## src/rtl/assert_macros.svh

```systemverilog
// ----------------------------------------------------------------------------
// Assertion macros
// Shared concurrent assertion forms for the vertex transform blocks.
// ----------------------------------------------------------------------------
`ifndef ASSERT_MACROS_SVH
`define ASSERT_MACROS_SVH
`ifndef SYNTH
// Checked at every rising clock edge outside of reset.
`define VRP_ASSERT(name, clk, rst, prop) \
  name: assert property (@(posedge clk) disable iff (rst) prop) \
    else $error("%m: assertion failed");
// Checked at every rising clock edge, reset included.
`define VRP_ASSERT_ALWAYS(name, clk, prop) \
  name: assert property (@(posedge clk) prop) \
    else $error("%m: assertion failed");
`else
`define VRP_ASSERT(name, clk, rst, prop)
`define VRP_ASSERT_ALWAYS(name, clk, prop)
`endif
`endif

```

## src/rtl/vrp_pkg.sv

```systemverilog
// ----------------------------------------------------------------------------
// vrp_pkg
// Types, constants and tables shared by the vertex rotate/project blocks.
// ----------------------------------------------------------------------------
package vrp_pkg;

  localparam int COORD_FRAC_BITS_DEF  = 12;
  localparam int TRIG_TABLE_DEPTH_DEF = 1024;

  localparam int VTX_W      = 16;
  localparam int OUT_W      = 20;
  localparam int ANGLE_W    = 16;
  localparam int OFFSET_W   = 24;
  localparam int SCREEN_W   = 12;
  localparam int CFG_IDX_W  = 2;
  localparam int CFG_DATA_W = 24;

  localparam logic [SCREEN_W-1:0] RESET_WIDTH  = SCREEN_W'(800);
  localparam logic [SCREEN_W-1:0] RESET_HEIGHT = SCREEN_W'(600);

  // Sine and cosine in Q.15, with room for +1.0 and -1.0.
  localparam int TRIG_W       = 17;
  localparam int CORDIC_STEPS = 16;
  localparam int CORDIC_XW    = 32;
  localparam int CORDIC_ZW    = 25;
  localparam int CORDIC_START = 652032874;

  // Rotated x and z after rounding back to coordinate scale.
  localparam int ROT_W = 19;

  localparam int QUEUE_DEPTH = 4;

  // Divider pipeline: magnitude, round add, range check, one stage per
  // quotient bit, saturation.
  localparam int DIV_LAT = OUT_W + 4;

  typedef enum logic [CFG_IDX_W-1:0] {
    REG_ANGLE  = 2'd0,
    REG_OFFSET = 2'd1,
    REG_WIDTH  = 2'd2,
    REG_HEIGHT = 2'd3
  } cfg_reg_t;

  typedef enum logic [1:0] {
    TRIG_LOAD,
    TRIG_RUN,
    TRIG_DONE,
    TRIG_IDLE
  } trig_state_t;

  typedef struct packed {
    logic signed [VTX_W-1:0] x;
    logic signed [VTX_W-1:0] y;
    logic signed [VTX_W-1:0] z;
  } vertex_t;

  typedef struct packed {
    logic signed [TRIG_W-1:0]   cos_q;
    logic signed [TRIG_W-1:0]   sin_q;
    logic signed [OFFSET_W-1:0] offset;
    logic [SCREEN_W-1:0]        width;
    logic [SCREEN_W-1:0]        height;
  } view_t;

  // Arctangent of 2^-i in units of 2^-24 turn.
  function automatic logic signed [CORDIC_ZW-1:0] atan_unit(input logic [3:0] i);
    logic signed [CORDIC_ZW-1:0] a;
    case (i)
      4'd0:    a = CORDIC_ZW'(2097152);
      4'd1:    a = CORDIC_ZW'(1238021);
      4'd2:    a = CORDIC_ZW'(654136);
      4'd3:    a = CORDIC_ZW'(332050);
      4'd4:    a = CORDIC_ZW'(166669);
      4'd5:    a = CORDIC_ZW'(83416);
      4'd6:    a = CORDIC_ZW'(41718);
      4'd7:    a = CORDIC_ZW'(20860);
      4'd8:    a = CORDIC_ZW'(10430);
      4'd9:    a = CORDIC_ZW'(5215);
      4'd10:   a = CORDIC_ZW'(2608);
      4'd11:   a = CORDIC_ZW'(1304);
      4'd12:   a = CORDIC_ZW'(652);
      4'd13:   a = CORDIC_ZW'(326);
      4'd14:   a = CORDIC_ZW'(163);
      default: a = CORDIC_ZW'(81);
    endcase
    return a;
  endfunction

endpackage

```

## src/rtl/vrp_trig.sv

```systemverilog
// ----------------------------------------------------------------------------
// vrp_trig
// Iterative CORDIC that turns the rotation angle into Q.15 cosine and sine.
// ----------------------------------------------------------------------------
module vrp_trig import vrp_pkg::*; #(
  parameter int TRIG_TABLE_DEPTH = TRIG_TABLE_DEPTH_DEF
) (
  input  logic                     clk,
  input  logic                     rst,
  input  logic                     start,
  input  logic [ANGLE_W-1:0]       angle,
  output logic                     busy,
  output logic signed [TRIG_W-1:0] cos_q,
  output logic signed [TRIG_W-1:0] sin_q
);

  localparam int ANG_BITS = $clog2(TRIG_TABLE_DEPTH);
  localparam logic [ANGLE_W-1:0] ANG_MASK =
    ~((ANGLE_W'(1) << (ANGLE_W - ANG_BITS)) - ANGLE_W'(1));
  localparam logic signed [CORDIC_XW-1:0] ROUND = CORDIC_XW'(16384);

  trig_state_t state, state_next;
  logic [3:0]                    step;
  logic signed [CORDIC_XW-1:0]   cx, cy, dx, dy, rx, ry;
  logic signed [CORDIC_ZW-1:0]   cz;
  logic [1:0]                    quad;
  logic [ANGLE_W-1:0]            qa;
  logic signed [TRIG_W-1:0]      c_r, s_r;

  always_ff @(posedge clk) begin
    if (rst || start) begin
      state <= TRIG_LOAD;
    end else begin
      state <= state_next;
    end
  end

  always_comb begin
    state_next = state;
    busy       = 1'b1;
    case (state)
      TRIG_LOAD: state_next = TRIG_RUN;
      TRIG_RUN: begin
        if (step == 4'(CORDIC_STEPS - 1)) begin
          state_next = TRIG_DONE;
        end
      end
      TRIG_DONE: state_next = TRIG_IDLE;
      TRIG_IDLE: busy = 1'b0;
      default:   state_next = TRIG_LOAD;
    endcase
  end

  always_comb begin
    qa  = angle & ANG_MASK;
    dx  = cy >>> step;
    dy  = cx >>> step;
    rx  = (cx + ROUND) >>> 15;
    ry  = (cy + ROUND) >>> 15;
    c_r = rx[TRIG_W-1:0];
    s_r = ry[TRIG_W-1:0];
  end

  always_ff @(posedge clk) begin
    case (state)
      TRIG_LOAD: begin
        cx   <= CORDIC_XW'(CORDIC_START);
        cy   <= '0;
        cz   <= $signed({3'b000, qa[13:0], 8'h00});
        quad <= qa[15:14];
        step <= '0;
      end
      TRIG_RUN: begin
        if (!cz[CORDIC_ZW-1]) begin
          cx <= cx - dx;
          cy <= cy + dy;
          cz <= cz - atan_unit(step);
        end else begin
          cx <= cx + dx;
          cy <= cy - dy;
          cz <= cz + atan_unit(step);
        end
        step <= step + 4'd1;
      end
      TRIG_DONE: begin
        case (quad)
          2'd0: begin cos_q <= c_r;  sin_q <= s_r;  end
          2'd1: begin cos_q <= -s_r; sin_q <= c_r;  end
          2'd2: begin cos_q <= -c_r; sin_q <= -s_r; end
          default: begin cos_q <= s_r; sin_q <= -c_r; end
        endcase
      end
      default: ;
    endcase
  end

endmodule

```

## src/rtl/vrp_front.sv

```systemverilog
// ----------------------------------------------------------------------------
// vrp_front
// Configuration registers, angle preparation and the input item queue.
// ----------------------------------------------------------------------------
`include "assert_macros.svh"

module vrp_front import vrp_pkg::*; #(
  parameter int TRIG_TABLE_DEPTH = TRIG_TABLE_DEPTH_DEF
) (
  input  logic                       clk,
  input  logic                       rst,
  input  logic                       cfg_write,
  input  logic [CFG_IDX_W-1:0]       cfg_index,
  input  logic [CFG_DATA_W-1:0]      cfg_data,
  input  logic                       in_valid,
  output logic                       in_stall,
  input  logic signed [VTX_W-1:0]    vertex_x,
  input  logic signed [VTX_W-1:0]    vertex_y,
  input  logic signed [VTX_W-1:0]    vertex_z,
  input  logic                       pop,
  output logic                       head_valid,
  output vertex_t                    head,
  output view_t                      view
);

  localparam int PTR_W = $clog2(QUEUE_DEPTH);
  localparam int CNT_W = PTR_W + 1;

  logic [ANGLE_W-1:0]          angle;
  logic signed [OFFSET_W-1:0]  offset;
  logic [SCREEN_W-1:0]         width, height;
  logic                        trig_start, trig_busy;
  logic signed [TRIG_W-1:0]    cos_q, sin_q;

  vertex_t                     queue_mem [QUEUE_DEPTH];
  logic [PTR_W-1:0]            wr_ptr, rd_ptr;
  logic [CNT_W-1:0]            count;
  logic                        push;

  assign trig_start = cfg_write && (cfg_reg_t'(cfg_index) == REG_ANGLE);

  always_ff @(posedge clk) begin
    if (rst) begin
      angle  <= '0;
      offset <= '0;
      width  <= RESET_WIDTH;
      height <= RESET_HEIGHT;
    end else if (cfg_write) begin
      case (cfg_reg_t'(cfg_index))
        REG_ANGLE:  angle  <= cfg_data[ANGLE_W-1:0];
        REG_OFFSET: offset <= $signed(cfg_data[OFFSET_W-1:0]);
        REG_WIDTH:  width  <= cfg_data[SCREEN_W-1:0];
        REG_HEIGHT: height <= cfg_data[SCREEN_W-1:0];
        default: ;
      endcase
    end
  end

  vrp_trig #(
    .TRIG_TABLE_DEPTH(TRIG_TABLE_DEPTH)
  ) u_trig (
    .clk   (clk),
    .rst   (rst),
    .start (trig_start),
    .angle (angle),
    .busy  (trig_busy),
    .cos_q (cos_q),
    .sin_q (sin_q)
  );

  // Items wait while the sine and cosine are being recomputed.
  assign in_stall   = (count == CNT_W'(QUEUE_DEPTH)) || trig_busy;
  assign push       = in_valid && !in_stall;
  assign head_valid = (count != '0);
  assign head       = queue_mem[rd_ptr];

  always_comb begin
    view.cos_q  = cos_q;
    view.sin_q  = sin_q;
    view.offset = offset;
    view.width  = width;
    view.height = height;
  end

  always_ff @(posedge clk) begin
    if (push) begin
      queue_mem[wr_ptr] <= '{x: vertex_x, y: vertex_y, z: vertex_z};
    end
  end

  always_ff @(posedge clk) begin
    if (rst) begin
      wr_ptr <= '0;
      rd_ptr <= '0;
      count  <= '0;
    end else begin
      if (push) begin
        wr_ptr <= wr_ptr + PTR_W'(1);
      end
      if (pop) begin
        rd_ptr <= rd_ptr + PTR_W'(1);
      end
      count <= count + CNT_W'(push) - CNT_W'(pop);
    end
  end

  `VRP_ASSERT(a_busy_holds_input, clk, rst, trig_busy |-> in_stall)
  `VRP_ASSERT(a_pop_drains, clk, rst, pop && !push |=> count == $past(count) - CNT_W'(1))
  `VRP_ASSERT(a_pop_nonempty, clk, rst, pop |-> count != '0)
  `VRP_ASSERT_ALWAYS(a_reset_stalls, clk, $past(rst) |-> in_stall)

endmodule

```

## config.mk

```make
export PLATFORM = sky130hd
export DESIGN_NAME = vrp_front
export DESIGN_NICKNAME = d
export VERILOG_FILES = /design/src/rtl/vrp_pkg.sv /design/src/rtl/vrp_trig.sv /design/src/rtl/vrp_front.sv
export VERILOG_INCLUDE_DIRS = /design/src /design/src/rtl
export SDC_FILE = /design/constraint.sdc
export NUM_CORES = 1
export LEC_CHECK = 0
export ABC_AREA = 1
export BUFFER_PORTS_ARGS = -buffer_cell sky130_fd_sc_hd__buf_2
export CORE_UTILIZATION = 55
export CTS_CLUSTER_SIZE = 14
export DETAILED_ROUTE_END_ITERATION = 8
export PLACE_DENSITY = 0.76
export REMOVE_ABC_BUFFERS = 1
export SLEW_MARGIN = 20
export SYNTH_ARGS = -nofsm -noshare
export SYNTH_HDL_FRONTEND = slang
export SYNTH_SLANG_ARGS = --single-unit
```

## constraint.sdc

```tcl
create_clock -name clk -period 9.21 [get_ports clk]
set_input_delay 1.842 -clock clk [delete_from_list [all_inputs] [get_ports clk]]
set_output_delay 1.842 -clock clk [all_outputs]
set_load 0.02 [all_outputs]
```

==> metrics.md, run 1 <==
| Metric | Value |
|---|---|
| Status | finished, final reports clean |
| Skew-Pair Late Insertion Delay | 0.59 ns |
| MaxCap Viol Count | 0 |
| Number of detailed-route iterations in the first pass | 6 |
| Mapped Cells | 3618 |
| CTS-repair resized insts | 0 |
| Mean post-synth cell area | 7.529 sq um |
| CTS clock-pin slew for the worst setup and hold paths | 0.07 ns |
| Layout cells sized above 1 | 9.974% |
| Hold Crit Class | flop to flop |
| Hold-fix buffers, CTS | 0 |
| GRT Total Usage | 28.97% |
| Chip Height | 224.5 um |
| Vias per inst | 5.713 |
| IO Pins | 211 |
| Hold Path Cell Cnt | 2 |
| Minimum setup slack among reg-to-reg paths | 4.24 ns |
| Critical Path RT | 9.56 ns |
| Hold_ws | 0.4562 ns |
| Worst Setup End Kind | flop |
| Post-CTS setup buffer count | 0 |
| Clock Tree Buf Depth | 3 |
| Max-slew headroom | 27.49% |
| Starting Density | 55.76% |
| Hold Crit Start | width[9] |
| Synth Cell Area | 27240 sq um |
| R2R cell count | 21 |
| Via count | 25500 |
| Buf/Inv on CP | 2 |
| Fmax | 201.3 MHz |
| Crit path max-delay family | compound AO/OA/AOI/OAI gates |
| Part of the cycle the worst path needs | 53.94% |
| Crit path DAT | 5.32 ns |
| Die Span X | 224.5 um |
| # diodes | 0 |
| FF-to-FF Start | u_trig.step[0] |
| Final antenna-violating net count | 0 |
| Initial antenna violation count | 1 |
| H-tree depth | 2 |
| Worst path cell trace | inv_2 > nand2_1 > nand3_1 > nand3_1 > nand2_1 > nand2_1 > nand2_1 > inv_1 > ha_1 > nor2_1 > xor2_1 > ha_1 > nand2_1 > o21ai_1 > a21oi_1 > o21ai_1 > a21oi_1 > o21ai_0 > nand3_1 > a21oi_1 > nor2_1 |
| First-pass GRT wire length | 117900 um |
| Port Buffer Count | 210 |
| Worst clock skew | 0.02499 ns |
| Worst Setup Start Kind | flop |
| Initial DRC count | 2595 |
| Routed met1 length | 32010 um |
| Slew Limit Fails | 0 |
| Worst Hold Path EP | width[9] |
| Netlist cell types | 51 |
| Grt total ovfl | 0 |
| Area Growth Syn to Fin | 11.08% |
| Crit-path slowest cell | inv_2 |
| HPWL after DPL | 53190 um |
| Number of global-route vias before repair | 23050 |
| NumNets Final | 3966 |
| Wire length per cell | 16.75 um |
| CTS Sinks | 412 |
| Number of synthesized flops with an enable pin | 321 |
| Remaining DRCs | 0 |
| Die area | 50420 sq um |
| FF+latch count, synth | 412 |
| Met2 WL | 35200 um |
| Tmin final | 4.968 ns |
| CP dominant cell by count | nand2_1 |
| WL met3 | 4894 um |
| Seq/Total Area, Yosys | 42.08% |
| Worst-Margin Slew | 1.086 ns |
| Final setup fails | 0 |
| Fill cells | 4481 |
| Core Footprint | 48850 sq um |
| CTS tree | done |
| Max stage delay on crit path | 0.73 ns |
| Worst reg2reg endpoint | u_trig.cy[29] |
| Synth Warn # | 0 |
| CP Max Fanout | 63 |
| Site row count | 81 |
| RSZ-0062 raised after global routing | no |
| Post-synth top flop | edfxtp_1 |
| Slack of the critical path | 4.242 ns |
| Final Hold Fails | 0 |
| DR top layer | met5 |
| WS Path Type | flop to flop |
| Post-place setup slack | 4.387 ns |
| Routed WL | 74750 um |
| Cts bufs inserted | 44 |
| CTS root buf | clkbuf_16 |
| Largest net degree at the start of global routing | 98 |
| Final Wtd Congestion | 0.9982 |
| Total negative slack | 0 ns |
| Post-synth ARST share | 0% |
Yosys cell counts, types with 3 or more instances:
library cell	n	area, sq um
o21bai_1	14	105.1
o211ai_1	4	30.03
inv_1	311	1167
o2111ai_1	11	96.34
o21ai_1	17	85.08
o21ai_0	309	1546
xor2_1	66	578.1
clkinv_1	6	22.52
nand3b_1	7	52.55
clkbuf_1	89	334.1
or2_2	17	106.4
fa_1	4	80.08
o221ai_1	6	52.55
nand2_1	815	3059
buf_1	14	52.55
inv_2	8	30.03
a21oi_1	190	950.9
nor2_1	473	1775
a21boi_0	5	37.54
nor3b_1	3	22.52
edfxtp_1	321	9639
o22ai_1	57	356.6
a221oi_1	6	52.55
nand2_2	4	25.02
and2_1	4	25.02
a31oi_1	19	118.9
a21o_1	9	67.56
nor3_1	34	170.2
nand3_1	419	2097
nor2_2	17	106.4
nor4_1	8	50.05
buf_6	6	67.56
xnor2_1	30	262.8
ha_1	119	1489
dfxtp_1	91	1822
o21a_1	13	97.59
o21ai_2	6	52.55
nand4_1	42	262.8
buf_2	26	130.1
cell type report:
class                           count  area [sq um]  share of cell area (%)
Tap cell                          664         830.8                   2.746
Sequential cell                   412         11460                   37.88
Timing Repair Buffer              237          1254                   4.144
Clock inverter                     25         261.5                  0.8643
Clock buffer                       57          1232                   4.073
Multi-Input combinational cell   2744         13990                   46.25
Inverter                          325          1222                   4.040
tightest hold or removal path, delay by kind of cell, from the launching register on:
family	cells	cell delay, ns
flip-flops	1	0.32
AND/OR/NAND/NOR	2	0.10
worst max-delay path by stage:
stage,from,cells past startpoint,end
2_1_floorplan,flop,3,head[0]
3_3_place_gp,u_trig.step[0],21,u_trig.cy[29]
3_5_place_dp,u_trig.step[0],21,u_trig.cy[29]
4_1_cts,u_trig.step[0],21,u_trig.cy[29]
5_1_grt,u_trig.step[0],20,u_trig.cy[29]
6_report,u_trig.step[0],21,u_trig.cy[29]
cells by family after synthesis:
family,count (synthesis),share of synthesized area [%]
AO/OA/AOI/OAI,673,13.60
XOR/XNOR,97,3.147
adder cells (fa/ha/maj),123,5.760
buffers and inverters,462,6.679
flip-flops,412,42.08
AND/OR/NAND/NOR,1851,28.74
cell usage in the layout, fill, tap and decap left out, drive strengths merged, types with 7 or more instances in the layout:
master / count
a21o: 9
a21oi: 190
a31oi: 19
buf: 237
clkbuf: 57
clkinv: 23
dfxtp: 91
edfxtp: 321
ha: 119
inv: 323
nand2: 819
nand3: 421
nand3b: 7
nand4: 42
nor2: 492
nor3: 36
nor4: 8
o2111ai: 11
o21a: 13
o21ai: 332
o21bai: 14
o22ai: 57
or2: 18
xnor2: 31
xor2: 66
registers in the layout, summed over array words and instances, names as in the netlist, named ones only:
| register | flops |
|---|---|
| queue_mem | 192 |
| height | 12 |
| wr_ptr | 2 |
| u_trig.quad | 2 |
| u_trig.state | 2 |
| count | 3 |
| u_trig.cos_q | 17 |
| width | 12 |
| u_trig.cz | 25 |
| rd_ptr | 2 |
| u_trig.sin_q | 17 |
| u_trig.cx | 32 |
| u_trig.cy | 32 |
| offset | 24 |
| u_trig.step | 4 |
| angle | 10 |
through the flow:
stage          utilization [%]  area (sq um)  instances
2_1_floorplan                -         26640       3481
3_3_place_gp             58.88         28760       4382
3_5_place_dp             58.88         28760       4382
4_1_cts                  61.94         30260       4464
5_1_grt                  61.94         30260       4464
6_report                 61.94         30260       4464
per-layer routing:
layer	global-route usage (%)	up-vias
li1	-	12640
met4	10.31	2
met1	38.33	11740
met2	48.84	961
met3	3.579	160
met5	0	-
Power of run 1 is left out: the tool's default activity adds up to more than one toggle a clock period on the data nets, which glitch-free logic cannot reach.
==> run 2, diff against run 1 <==
--- a/config.mk
+++ b/config.mk
@@ -6,12 +6,12 @@
 export SDC_FILE = /design/constraint.sdc
 export NUM_CORES = 1
 export LEC_CHECK = 0
-export ABC_AREA = 1
+export ABC_AREA = 0
 export BUFFER_PORTS_ARGS = -buffer_cell sky130_fd_sc_hd__buf_2
 export CORE_UTILIZATION = 55
 export CTS_CLUSTER_SIZE = 14
 export DETAILED_ROUTE_END_ITERATION = 8
-export PLACE_DENSITY = 0.76
+export PLACE_DENSITY = 0.79
 export REMOVE_ABC_BUFFERS = 1
 export SLEW_MARGIN = 20
 export SYNTH_ARGS = -nofsm -noshare
==> constraint.sdc (replaced) <==
create_clock -name clk -period 4.25 [get_ports clk]
set_input_delay 0.85 -clock clk [delete_from_list [all_inputs] [get_ports clk]]
set_output_delay 0.85 -clock clk [all_outputs]
set_load 0.02 [all_outputs]
==> run 2 against run 1 <==
  * Synthesized cell count down 30%
  * The run now ends with setup timing left
  * Synthesized area decreased by 0.76%
  * Maximum frequency fell by 6.1%
  * Via count is 3.4% lower
  * Setup slack worse by 5.3 ns
==> metrics.md, run 2 <==
| Metric | Value |
|---|---|
| Status | complete, but fails checks (was finished, final reports clean) |
| Failing checks | setup timing |
| Part of the cycle the worst path needs | 124.4% (was 53.94%) |
| HPWL after DPL | 57780 um (was 53190 um) |
| CTS Sinks | 412 (unchanged) |
| Vias per inst | 6.384 (was 5.713) |
| RSZ-0062 raised after global routing | yes (was no) |
| Biggest registers after layout | queue_mem (192), u_trig.cx (32), u_trig.cy (32) (unchanged) |
| Final Wtd Congestion | 0.9943 (was 0.9982) |
| Post-layout instance area | 34920 sq um (was 30260 sq um) |
| Number of detailed-route iterations in the first pass | 8 (was 6) |
| Die Span X | 223.7 um (was 224.5 um) |
| Number of synthesized flops with an enable pin | 321 (unchanged) |
| CP Max Fanout | 3 (was 63) |
| FF+latch count, synth | 412 (unchanged) |
| Starting Density | 56.15% (was 55.76%) |
| First-pass GRT wire length | 131600 um (was 117900 um) |
| Top-count cell post-synth | edfxtp_1 (was nand2_1) |
| Netlist cell types | 90 (was 51) |
| Worst Setup Start Kind | flop (unchanged) |
| Hold Crit Class | flop to flop (unchanged) |
| Synth Cell Area | 27030 sq um (was 27240 sq um) |
| Wire length per cell | 22.79 um (was 16.75 um) |
| Compound-Gate Fraction of Synth Area | 13.56% (was 13.60%) |
| Post-synth top flop | edfxtp_1 (unchanged) |
| Commonest cells after routing, fill and taps aside | buf_4, edfxtp_1, nand2_1 (was nand2_1, nor2_1, nand3_1) |
| WS Path Type | flop to flop (unchanged) |
| Post-synth ARST share | 0% (unchanged) |
| Final setup fails | 47 (was 0) |
| Max FFs per register | 192 (unchanged) |
| H-tree depth | 2 (unchanged) |
| Site row count | 80 (was 81) |
| Fmax | 189.1 MHz (was 201.3 MHz) |
| Area Growth Syn to Fin | 29.19% (was 11.08%) |
| Critical Path RT | 4.58 ns (was 9.56 ns) |
| Post-synthesis adder-cell area fraction | 5.804% (was 5.760%) |
| Port Buffer Count | 210 (unchanged) |
| Die area | 50040 sq um (was 50420 sq um) |
| Placed Area | 31680 sq um (was 28760 sq um) |
| Most flops, register | queue_mem (unchanged) |
| Post-Synth Simple-Gate Area | 13.99% (was 28.74%) |
| Synth cell count leaders | edfxtp_1, nand2_1, nor2_1, a21oi_1, mux4_2 (was nand2_1, nor2_1, nand3_1, edfxtp_1, inv_1) |
| Area leader, netlist | edfxtp_1 (unchanged) |
| Number of global-route vias before repair | 24320 (was 23050) |
| Crit. Startpoint | u_trig.step[1] (was u_trig.step[0]) |
| Fill cells | 3100 (was 4481) |
| Max-slew headroom | 30.44% (was 27.49%) |
| Remaining DRCs | 0 (unchanged) |
| Slew Limit Fails | 0 (unchanged) |
| Final antenna-violating net count | 0 (unchanged) |
| Cts bufs inserted | 43 (was 44) |
| Final Hold Fails | 0 (unchanged) |
| Mean post-synth cell area | 10.61 sq um (was 7.529 sq um) |
| MaxCap Viol Count | 0 (unchanged) |
| Initial antenna violation count | 3 (was 1) |
| Tmin final | 5.289 ns (was 4.968 ns) |
| GRT Total Usage | 33.48% (was 28.97%) |
| Hold Crit Start | offset[20] (was width[9]) |
| Largest family of logic cells by synthesized area | multiplexers (was simple AND/OR/NAND/NOR gates) |
| FF-to-FF Start | u_trig.step[1] (was u_trig.step[0]) |
| CTS tree | done (unchanged) |
| Skew-Pair Late Insertion Delay | 0.60 ns (was 0.59 ns) |
| Worst Setup End Kind | flop (unchanged) |
| IO Pins | 211 (unchanged) |
| Seq/Total Area, Yosys | 42.40% (was 42.08%) |
| Core Footprint | 48150 sq um (was 48850 sq um) |
| Grt total ovfl | 0 (unchanged) |
| Top-area cell type share of the netlist area | 35.66% (was 35.39%) |
| Chip Height | 223.7 um (was 224.5 um) |
| Routed WL | 88010 um (was 74750 um) |
| Post-Synth XOR/XNOR Area | 6.017% (was 3.147%) |
| NumNets Final | 3370 (was 3966) |
| CTS root buf | clkbuf_16 (unchanged) |
| CTS clock-pin slew for the worst setup and hold paths | 0.06 ns (was 0.07 ns) |
| Via count | 24650 (was 25500) |
| Crit path DAT | 5.61 ns (was 5.32 ns) |
| Clock Tree Buf Depth | 3 (unchanged) |
| Commonest non-fill, non-tap cell in the layout | buf_4 (was nand2_1) |
| Slack of the critical path | -1.039 ns (was 4.242 ns) |
| Layout cells sized above 1 | 36.30% (was 9.974%) |
| Top post-synthesis cells by area | edfxtp_1, mux4_2, dfxtp_1 (was edfxtp_1, nand2_1, nand3_1) |
| Hold-fix buffers, CTS | 0 (unchanged) |
| Largest net degree at the start of global routing | 85 (was 98) |
| Synth Warn # | 0 (unchanged) |
| Post-synthesis mux area share | 14.91% (was 0%) |
| Initial DRC count | 2877 (was 2595) |
| Worst clock skew | 0.03167 ns (was 0.02499 ns) |
| Mapped Cells | 2548 (was 3618) |
| Worst-Margin Slew | 1.043 ns (was 1.086 ns) |
## run 2: kinds of logic after synthesis
| logic type | count (synthesis) |
|---|---|
| simple gates | 807 |
| flops | 412 |
| compound gates | 582 |
| fa+ha+maj | 123 |
| xor+xnor | 184 |
| mux | 227 |
| buf+inv | 213 |
## run 2: area by class of cell
cell class / count / area (sq um) / area share (%)
multi-input combinational: 1923 / 15760 / 45.14
sequential: 412 / 11470 / 32.83
timing repair buffer: 730 / 5216 / 14.94
clock buffer: 57 / 1244 / 3.561
tap: 656 / 820.8 / 2.350
inverter: 58 / 221.5 / 0.6341
clock inverter: 21 / 181.4 / 0.5195
antenna: 4 / 10.01 / 0.02866
## run 2: critical path, stage by stage (launching register included)
cell and delay [ns]:
edfxtp_1 0.46, buf_6 0.16, buf_6 0.11, buf_16 0.12, mux4_2 0.49, mux2i_4 0.19, nand2_1 0.10, o21ai_2 0.10
ha_4 0.19, inv_4 0.04, nor3_4 0.23, nor3b_4 0.27, buf_4 0.15, and3_4 0.18, nor2_1 0.05, xnor2_1 0.26
ha_1 0.31, a21o_1 0.20, a21o_1 0.16, a221o_1 0.35, a21o_1 0.18, a21oi_2 0.13, a21boi_2 0.21, buf_6 0.14
xor2_2 0.17, nor2_1 0.07
## run 2: through the flow
| step | util, % | instances | hold slack [ns] | setup TNS, ns | setup slack, ns |
|---|---|---|---|---|---|
| detailed placement | 65.80 | 3705 | 0.4474 | -32.94 | -1.337 |
| CTS | 71.03 | 3827 | 0.4559 | -23.44 | -0.9040 |
| floorplan | - | 2393 | 0.4076 | -143.41 | -3.014 |
| global placement | 65.80 | 3705 | 0.4384 | -26.28 | -1.003 |
| global route | 72.53 | 3859 | 0.4654 | -35.20 | -1.151 |
| finish | 72.54 | 3861 | 0.4538 | -28.90 | -1.039 |
## run 2: final timing paths
path | to | slack [ns] | depth (start not counted)
setup / recovery | u_trig.cx[27] | -1.04 | 25
hold / removal | offset[20] | 0.45 | 2
setup reg to reg | u_trig.cx[27] | -1.04 | 25
hold reg to reg | offset[20] | 0.45 | 2
## run 2: repair_timing
item,4_1_cts,5_1_grt
pin swaps,79,96
resized for setup,166,107
setup buffers,44,33
endpoints found under the setup margin,48,55
gates cloned,2,0
## run 2: routing by layer
layer,global-route usage [%],part of all wire (%)
met5,0,0
met4,18.21,6.0
met3,5.076,8.4
met2,58.36,50
met1,39.80,36
Power of run 2 is left out for the same reason.
